==> config.mk <==
export PLATFORM = sky130hd
export DESIGN_NAME = audio_header_format_sniffer_unit
export DESIGN_NICKNAME = d
export VERILOG_FILES = /design/src/rtl/ahfs_pkg.sv /design/src/rtl/ahfs_core.sv /design/src/rtl/audio_header_format_sniffer_unit.sv
export SDC_FILE = /design/constraint.sdc
export NUM_CORES = 1
export LEC_CHECK = 0
export BUFFER_PORTS_ARGS = -buffer_cell sky130_fd_sc_hd__buf_2
export CAP_MARGIN = 40
export CORE_AREA = 2 2 119 98
export CTS_CLUSTER_SIZE = 24
export DETAILED_ROUTE_END_ITERATION = 6
export DIE_AREA = 0 0 121 100
export PLACE_DENSITY = 0.63
export REMOVE_ABC_BUFFERS = 1
export SETUP_SLACK_MARGIN = 0.4
export SLEW_MARGIN = 15
export SYNTH_ARGS = -nofsm -noshare
export SYNTH_HDL_FRONTEND = slang
export SYNTH_SLANG_ARGS = --single-unit
==> constraint.sdc <==
create_clock -name clock -period 2.5 [get_ports clock]
set_input_delay 0.375 -clock clock [delete_from_list [all_inputs] [get_ports clock]]
set_output_delay 0.375 -clock clock [all_outputs]
set_load 0.02 [all_outputs]
==> src/rtl/ahfs_pkg.sv <==
package ahfs_pkg;

   localparam int HEADER_BYTES_DEF = 512;
   localparam int MIN_HEADER = 12;

   // Byte 0 of each magic sits in the low bits
   localparam logic [31:0] RIFF_MAGIC = 32'h4646_4952;
   localparam logic [31:0] WAVE_MAGIC = 32'h4556_4157;
   localparam logic [31:0] FMT_MAGIC  = 32'h2074_6D66;
   localparam logic [23:0] ID3_MAGIC  = 24'h33_4449;
   localparam logic [7:0]  SYNC_BYTE  = 8'hFF;
   localparam logic [7:0]  SYNC_MASK  = 8'hE0;

   localparam logic [15:0] TAG_PCM   = 16'h0001;
   localparam logic [15:0] TAG_ALAW  = 16'h0006;
   localparam logic [15:0] TAG_ULAW  = 16'h0007;
   localparam logic [15:0] TAG_ADPCM = 16'h0011;

   typedef enum logic [2:0] {
      CODEC_UNKNOWN = 3'd0,
      CODEC_MP3     = 3'd1,
      CODEC_PCM     = 3'd2,
      CODEC_ALAW    = 3'd3,
      CODEC_ULAW    = 3'd4,
      CODEC_ADPCM   = 3'd5
   } codec_type;

   typedef enum logic [1:0] {
      HINT_OTHER = 2'd0,
      HINT_MP3   = 2'd1,
      HINT_WAV   = 2'd2,
      HINT_SPARE = 2'd3
   } hint_type;

   typedef struct packed {
      logic       valid;
      logic [7:0] data_byte;
      logic       last;
      logic [1:0] ext_hint;
   } step_type;

   function automatic codec_type map_format(input logic [15:0] tag);
      codec_type kind;
      case (tag)
         TAG_PCM:   kind = CODEC_PCM;
         TAG_ALAW:  kind = CODEC_ALAW;
         TAG_ULAW:  kind = CODEC_ULAW;
         TAG_ADPCM: kind = CODEC_ADPCM;
         default:   kind = CODEC_PCM;
      endcase
      return kind;
   endfunction

endpackage

==> src/rtl/ahfs_core.sv <==
module ahfs_core #(
   parameter int HEADER_BYTES = ahfs_pkg::HEADER_BYTES_DEF
) (
   input  logic                clock,
   input  logic                reset,
   input  ahfs_pkg::step_type  step,
   output ahfs_pkg::codec_type code
);
   import ahfs_pkg::*;

   localparam int CW = $clog2(HEADER_BYTES + 1);
   localparam logic [CW-1:0] HB = CW'(HEADER_BYTES);
   localparam logic [CW-1:0] MINH = CW'(MIN_HEADER);

   logic [CW-1:0] count_ff, count_in;
   logic [2:0]    magic_ff, magic_in;   // bit0 wav, bit1 id3, bit2 sync
   logic [3:0]    phase_ff, phase_in;
   logic          fmt_ff, fmt_in;
   logic [31:0]   len_ff, len_in;
   logic [CW-1:0] skip_ff, skip_in;
   logic [7:0]    fmt_low_ff, fmt_low_in;
   logic          decided_ff, decided_in;
   codec_type     kind_ff, kind_in;

   logic [7:0]  b;
   logic [1:0]  idx;
   logic [31:0] full_len;
   logic [32:0] padded;

   assign b        = step.data_byte;
   assign idx      = count_ff[1:0];
   assign full_len = {b, len_ff[23:0]};
   assign padded   = {1'b0, full_len} + {32'd0, full_len[0]};

   always_comb begin
      count_in   = count_ff;
      magic_in   = magic_ff;
      phase_in   = phase_ff;
      fmt_in     = fmt_ff;
      len_in     = len_ff;
      skip_in    = skip_ff;
      fmt_low_in = fmt_low_ff;
      decided_in = decided_ff;
      kind_in    = kind_ff;
      if (step.valid && count_ff < HB) begin
         if (count_ff < CW'(4) && b != RIFF_MAGIC[8*idx +: 8]) magic_in[0] = 1'b0;
         if (count_ff >= CW'(8) && count_ff < MINH && b != WAVE_MAGIC[8*idx +: 8])
            magic_in[0] = 1'b0;
         if (count_ff < CW'(3) && b != ID3_MAGIC[8*idx +: 8]) magic_in[1] = 1'b0;
         if (count_ff == CW'(0) && b != SYNC_BYTE) magic_in[2] = 1'b0;
         if (count_ff == CW'(1) && (b & SYNC_MASK) != SYNC_MASK) magic_in[2] = 1'b0;
         if (count_ff >= MINH && !decided_ff) begin
            if (skip_ff != '0) begin
               skip_in = skip_ff - CW'(1);
            end else if (phase_ff < 4'd4) begin
               if (b != FMT_MAGIC[8*phase_ff[1:0] +: 8]) fmt_in = 1'b0;
               phase_in = phase_ff + 4'd1;
            end else if (phase_ff < 4'd8) begin
               len_in[8*phase_ff[1:0] +: 8] = b;
               phase_in = phase_ff + 4'd1;
               if (phase_ff == 4'd7 && !fmt_ff) begin
                  // non-fmt chunk: skip body and pad, clamped to the header window
                  skip_in  = (padded > {{(33-CW){1'b0}}, HB}) ? HB : padded[CW-1:0];
                  phase_in = 4'd0;
                  fmt_in   = 1'b1;
                  len_in   = '0;
               end
            end else if (phase_ff == 4'd8) begin
               fmt_low_in = b;
               phase_in   = 4'd9;
            end else begin
               kind_in    = map_format({b, fmt_low_ff});
               decided_in = 1'b1;
            end
         end
         count_in = count_ff + CW'(1);
      end
   end

   always_comb begin
      if (count_in < MINH) begin
         if (step.ext_hint == HINT_MP3)      code = CODEC_MP3;
         else if (step.ext_hint == HINT_WAV) code = CODEC_PCM;
         else                                code = CODEC_UNKNOWN;
      end else if (magic_in[0]) begin
         code = decided_in ? kind_in : CODEC_PCM;
      end else if (magic_in[1] || magic_in[2]) begin
         code = CODEC_MP3;
      end else begin
         code = (step.ext_hint == HINT_MP3) ? CODEC_MP3 : CODEC_UNKNOWN;
      end
   end

   always_ff @(posedge clock) begin
      if (reset || (step.valid && step.last)) begin
         count_ff   <= '0;
         magic_ff   <= 3'b111;
         phase_ff   <= 4'd0;
         fmt_ff     <= 1'b1;
         len_ff     <= '0;
         skip_ff    <= '0;
         fmt_low_ff <= '0;
         decided_ff <= 1'b0;
         kind_ff    <= CODEC_PCM;
      end else begin
         count_ff   <= count_in;
         magic_ff   <= magic_in;
         phase_ff   <= phase_in;
         fmt_ff     <= fmt_in;
         len_ff     <= len_in;
         skip_ff    <= skip_in;
         fmt_low_ff <= fmt_low_in;
         decided_ff <= decided_in;
         kind_ff    <= kind_in;
      end
   end

endmodule

==> src/rtl/audio_header_format_sniffer_unit.sv <==
// Header format sniffer: feed the header bytes of a file on the req_ channel,
// one item per byte from offset zero, with req_tlast on the final byte and the
// file extension hint in req_tuser (read with the last byte). One result item
// comes out on the rsp_ channel for each last byte, carrying the codec code;
// other bytes produce nothing.
// Throughput: one item per cycle, except while a last byte waits for the
// result register. Each byte is registered in the input register and processed
// there; its result goes to the result register, which drives rsp_tvalid. The
// per-byte work (magic compares, chunk walk, a 33-bit add and clamp for the
// skip count) fits between the input register and the result register.
// Reset (synchronous, active high) empties both registers and returns the
// walk state to its start; the same start state is restored after every
// last byte. When the receiver stalls, the result holds in its register and
// bytes without a last mark keep flowing; a byte with a last mark waits in
// the input register until the result register frees up, and req_tready
// drops only then.
module audio_header_format_sniffer_unit #(
   parameter int HEADER_BYTES = ahfs_pkg::HEADER_BYTES_DEF
) (
   input  logic       clock,
   input  logic       reset,
   input  logic       req_tvalid,
   output logic       req_tready,
   input  logic [7:0] req_tdata,   // [7:0] data_byte
   input  logic       req_tlast,
   input  logic [1:0] req_tuser,   // [1:0] ext_hint
   output logic       rsp_tvalid,
   input  logic       rsp_tready,
   output logic [7:0] rsp_tdata    // [2:0] codec_type, [7:3] zero
);
   import ahfs_pkg::*;

   logic       in_vld_ff, in_vld_in;
   logic [7:0] in_byte_ff;
   logic       in_last_ff;
   logic [1:0] in_hint_ff;
   logic       out_vld_ff, out_vld_in;
   codec_type  out_code_ff;
   logic       adv;
   step_type   step;
   codec_type  code;

   // a byte without a last mark never needs the result register
   assign adv        = in_vld_ff && (!in_last_ff || !out_vld_ff || rsp_tready);
   assign req_tready = !in_vld_ff || adv;

   assign step.valid     = adv;
   assign step.data_byte = in_byte_ff;
   assign step.last      = in_last_ff;
   assign step.ext_hint  = in_hint_ff;

   ahfs_core #(.HEADER_BYTES(HEADER_BYTES)) u_core (
      .clock(clock),
      .reset(reset),
      .step (step),
      .code (code)
   );

   always_comb begin
      in_vld_in = in_vld_ff;
      if (req_tvalid && req_tready) in_vld_in = 1'b1;
      else if (adv)                 in_vld_in = 1'b0;
      out_vld_in = out_vld_ff;
      if (adv && in_last_ff)  out_vld_in = 1'b1;
      else if (rsp_tready)    out_vld_in = 1'b0;
   end

   always_ff @(posedge clock) begin
      if (reset) begin
         in_vld_ff  <= 1'b0;
         out_vld_ff <= 1'b0;
      end else begin
         in_vld_ff  <= in_vld_in;
         out_vld_ff <= out_vld_in;
      end
   end

   always_ff @(posedge clock) begin
      if (req_tvalid && req_tready) begin
         in_byte_ff <= req_tdata;
         in_last_ff <= req_tlast;
         in_hint_ff <= req_tuser;
      end
      if (adv && in_last_ff) out_code_ff <= code;
   end

   assign rsp_tvalid = out_vld_ff;
   assign rsp_tdata  = {5'd0, out_code_ff};

   a_code_range: assert property (@(posedge clock) disable iff (reset)
      rsp_tvalid |-> (rsp_tdata <= 8'd5))
      else $error("codec code out of range");

   a_last_gives_result: assert property (@(posedge clock) disable iff (reset)
      (in_vld_ff && in_last_ff && adv) |=> out_vld_ff)
      else $error("last byte processed without a result");

   a_no_overwrite: assert property (@(posedge clock) disable iff (reset)
      (out_vld_ff && !rsp_tready) |-> !(adv && in_last_ff))
      else $error("pending result overwritten");

   a_nolast_no_result: assert property (@(posedge clock) disable iff (reset)
      (!out_vld_ff && !(adv && in_last_ff)) |=> !out_vld_ff)
      else $error("result without a last byte");

endmodule

==> metrics.txt <==
crit start category=register; Layout Nets=between 600 and 700; # H-tree levels=3; CTS Hold Bufs=0; Cell Area, Synth=between 0.004 and 0.005 sq mm; Initial Utilization=roughly 44%; GRT Total Usage=around 24%; PD cells=around 430 mW/mm^2; Filler cells=between 800 and 900; CP required=~2.6 ns; Crit path buffers/inverters=1; fraction of registers with async set/reset=0%; leakage=about 2.5 nW; DRT Wirelength=14720 um; placer congestion estimate=between 0.9 and 1; endpoints failing setup=0; Final Max Tran Viols=0; layout cells sized above 1=about two fifths; clk sinks=80; Die Area=0.01210 sq mm; Max-Cap Viols=0; Final Non-Filler Cells=about 820; register area share after synthesis=between 30% and 40%; crit-path cells=or3_1, or4_4, o31ai_4, buf_4, a31oi_1, o32a_1; post-placement setup slack=~0.088 ns; I/O pin count=25; reg2reg setup slack=roughly 0.24 ns; routed vias=slightly below 5k; Tmin final=2.262 ns; maximum vdd drop=between 0.4 and 0.5 mV; worst skew pair latency=~0.35 ns; CP top delay family=simple AND/OR/NAND/NOR gates; CTS Root Cell=clkbuf_16; chip height=about 100 um; largest net degree at the start of global routing=29; P&R area growth vs syn=40.19%; post-route ant nets=0; most used flip-flop cell after synthesis=dfxtp_1; Core Area=between 0.01 and 0.015 sq mm; worst-case clock buffer depth=2; crit path DAT=~2.4 ns; RSZ-0062 raised after global routing=true; CTS tree=built; syn avg cell area=between 8 and 9 sq um; GR Overflow Total=0; maximum clock rate=0.4420 GHz; vias in the first global route=~4.6k; type of the worst min-delay path=input pin to register; setup TNS=0 ns; status=finished, final reports clean; Slowest Stage Delay on Critical Path=approximately 0.56 ns; first drt pass iteration count=4; vias per cell=5.866; Yosys warning count=0; Seq cells post-synth=80; element type at the critical path end=register; slowest stage cell, crit path=or4_4; DR WL/cell=17.91 um; Final Util=60.98%; 1st-iter DRT viols=~350; post-route DRC violation count=0; Crit Path Class=register to register; fin worst setup slack=roughly 0.24 ns; Clock Skew=0.008369 ns; antenna violations before repair=0; row cnt=35; Num CTS Buffers=9; PortBufs=19; Unique masters post-synth=67; ANT cells=0; final hold viol count=0; Synth Instances=just under 600; Placed Instances=769; Die Width=121 um; crit path max fanout=7; HPWL after DPL=9357 um; number of flops mapped to enable cells by yosys=14; clk slew on worst S/H paths=roughly 0.07 ns; first-pass GRT wire length=around 23000 um; final period utilization=90.49%
layout make-up:
cell class | instances | area, sq um | share of cell area [%]
multi-input combinational | 454 | 3598 | 53.26
sequential | 80 | 1788 | 26.46
timing repair buffer | 108 | 835.8 | 12.37
clock buffer | 9 | 225.2 | 3.333
tap | 148 | 185.2 | 2.741
clock inverter | 7 | 63.81 | 0.9444
inverter | 16 | 60.06 | 0.8889
cells by family after synthesis:
logic type	count (synthesis)	share of synthesized area [%]
AO/OA/AOI/OAI	112	15.52
buffers and inverters	56	5.192
adder cells (fa/ha/maj)	15	3.894
flip-flops	80	36.14
AND/OR/NAND/NOR	275	30.30
multiplexers	13	2.700
XOR/XNOR	34	6.178
other	1	0.07781
power by group:
| part | switching (mW) | internal, mW |
|---|---|---|
| Combinational | 0.159 | 0.111 |
| Clock | 0.596 | 0.702 |
| Sequential | 0.0172 | 1.32 |
through the flow:
| step | instance area, sq um | power [mW] | hold WS (ns) |
|---|---|---|---|
| 4_1_cts | 6206 | 2.897 | 0.1951 |
| 3_3_place_gp | 5308 | 1.554 | 0.4480 |
| 2_1_floorplan | 4644 | 1.476 | 0.4271 |
| 6_report | 6756 | 2.910 | 0.1996 |
| 5_1_grt | 6756 | 3.006 | 0.1875 |
| 3_5_place_dp | 5315 | 1.558 | 0.4528 |
layout by cell type (no fill, tap or decap), types with 7 or more instances in the layout:
master,netlist,final
nor2_1,55,49
xor2_1,18,17
nor4_4,0,8
clkbuf_16,0,9
a21oi_2,0,16
mux2i_1,13,11
nand2_2,0,7
buf_6,0,16
and3_1,8,7
dfxtp_2,0,22
ha_1,15,11
buf_2,8,19
o21ai_0,9,7
nand4_1,14,14
dfxtp_1,66,39
inv_1,16,14
xnor2_1,16,14
nand3_1,53,33
nand2_1,61,54
a31oi_1,10,9
nor3_1,16,11
edfxtp_1,14,14
a21oi_1,43,27
buf_4,8,72
nand3_2,0,18
routing by layer:
layer	up-vias	track usage (%)	part of all wire (%)
li1	2292	-	-
met1	2343	31.96	45
met2	168	40.80	48
met3	19	4.886	5.6
met4	0	5.903	1.4
met5	-	0	0
worst paths after layout:
path                            cells past startpoint            endpoint                from
worst max-delay path                                6      out_code_ff[0]  u_core.count_ff[5]
worst min-delay path                                1          in_last_ff           req_tlast
worst max register to register                      6      out_code_ff[0]  u_core.count_ff[5]
worst min register to register                      2  u_core.magic_ff[2]  u_core.magic_ff[2]
registers in the layout (all words and copies together) (netlist names), 3 cells and up:
signal,cells
u_core.kind_ff,3
in_byte_ff,8
out_code_ff,3
u_core.skip_ff,10
u_core.count_ff,10
u_core.magic_ff,3
u_core.fmt_low_ff,8
u_core.phase_ff,4
u_core.len_ff,24
synthesized netlist by cell type (2+ instances only):
cell type / count / area (sq um)
o31ai_1: 4 / 30.03
xnor2_1: 16 / 140.1
o41ai_1: 6 / 52.55
and4b_1: 2 / 20.02
xor2_1: 18 / 157.7
and3_1: 8 / 50.05
nand4_1: 14 / 87.58
nor4_1: 9 / 56.30
nor4b_1: 2 / 17.52
a2111oi_0: 2 / 17.52
or3_1: 4 / 25.02
nand3b_1: 4 / 30.03
o22ai_1: 2 / 12.51
nor2b_1: 6 / 37.54
o21a_1: 4 / 30.03
nand3_1: 53 / 265.3
nand4_2: 3 / 37.54
o221a_1: 3 / 33.78
or2_2: 4 / 25.02
nand2b_1: 2 / 12.51
dfxtp_1: 66 / 1321
nor3_1: 16 / 80.08
a311oi_1: 3 / 26.28
ha_1: 15 / 187.7
nor2_2: 2 / 12.51
and2_1: 9 / 56.30
and4_1: 7 / 61.31
buf_4: 8 / 60.06
o21ai_0: 9 / 45.04
o21ai_1: 3 / 15.01
o2bb2ai_1: 2 / 17.52
mux2i_1: 13 / 130.1
o21a_2: 3 / 26.28
a41oi_1: 4 / 35.03
nand2_1: 61 / 229.0
nor4_2: 4 / 50.05
a311o_2: 2 / 22.52
edfxtp_1: 14 / 420.4
nor2_1: 55 / 206.5
inv_1: 16 / 60.06
a31oi_1: 10 / 62.56
clkbuf_1: 23 / 86.33
or4_1: 2 / 15.01
a21oi_1: 43 / 215.2
buf_2: 8 / 40.04
what timing repair did:
| item | CTS | global route |
|---|---|---|
| resized for setup | 97 | 101 |
| gates cloned | 0 | 1 |
| endpoints found under the hold margin | 0 | 0 |
| pin swaps | 38 | 55 |
| setup endpoints to repair | 45 | 49 |
| buffers inserted | 23 | 13 |
Note: power is estimated with default switching activity, not from simulation.
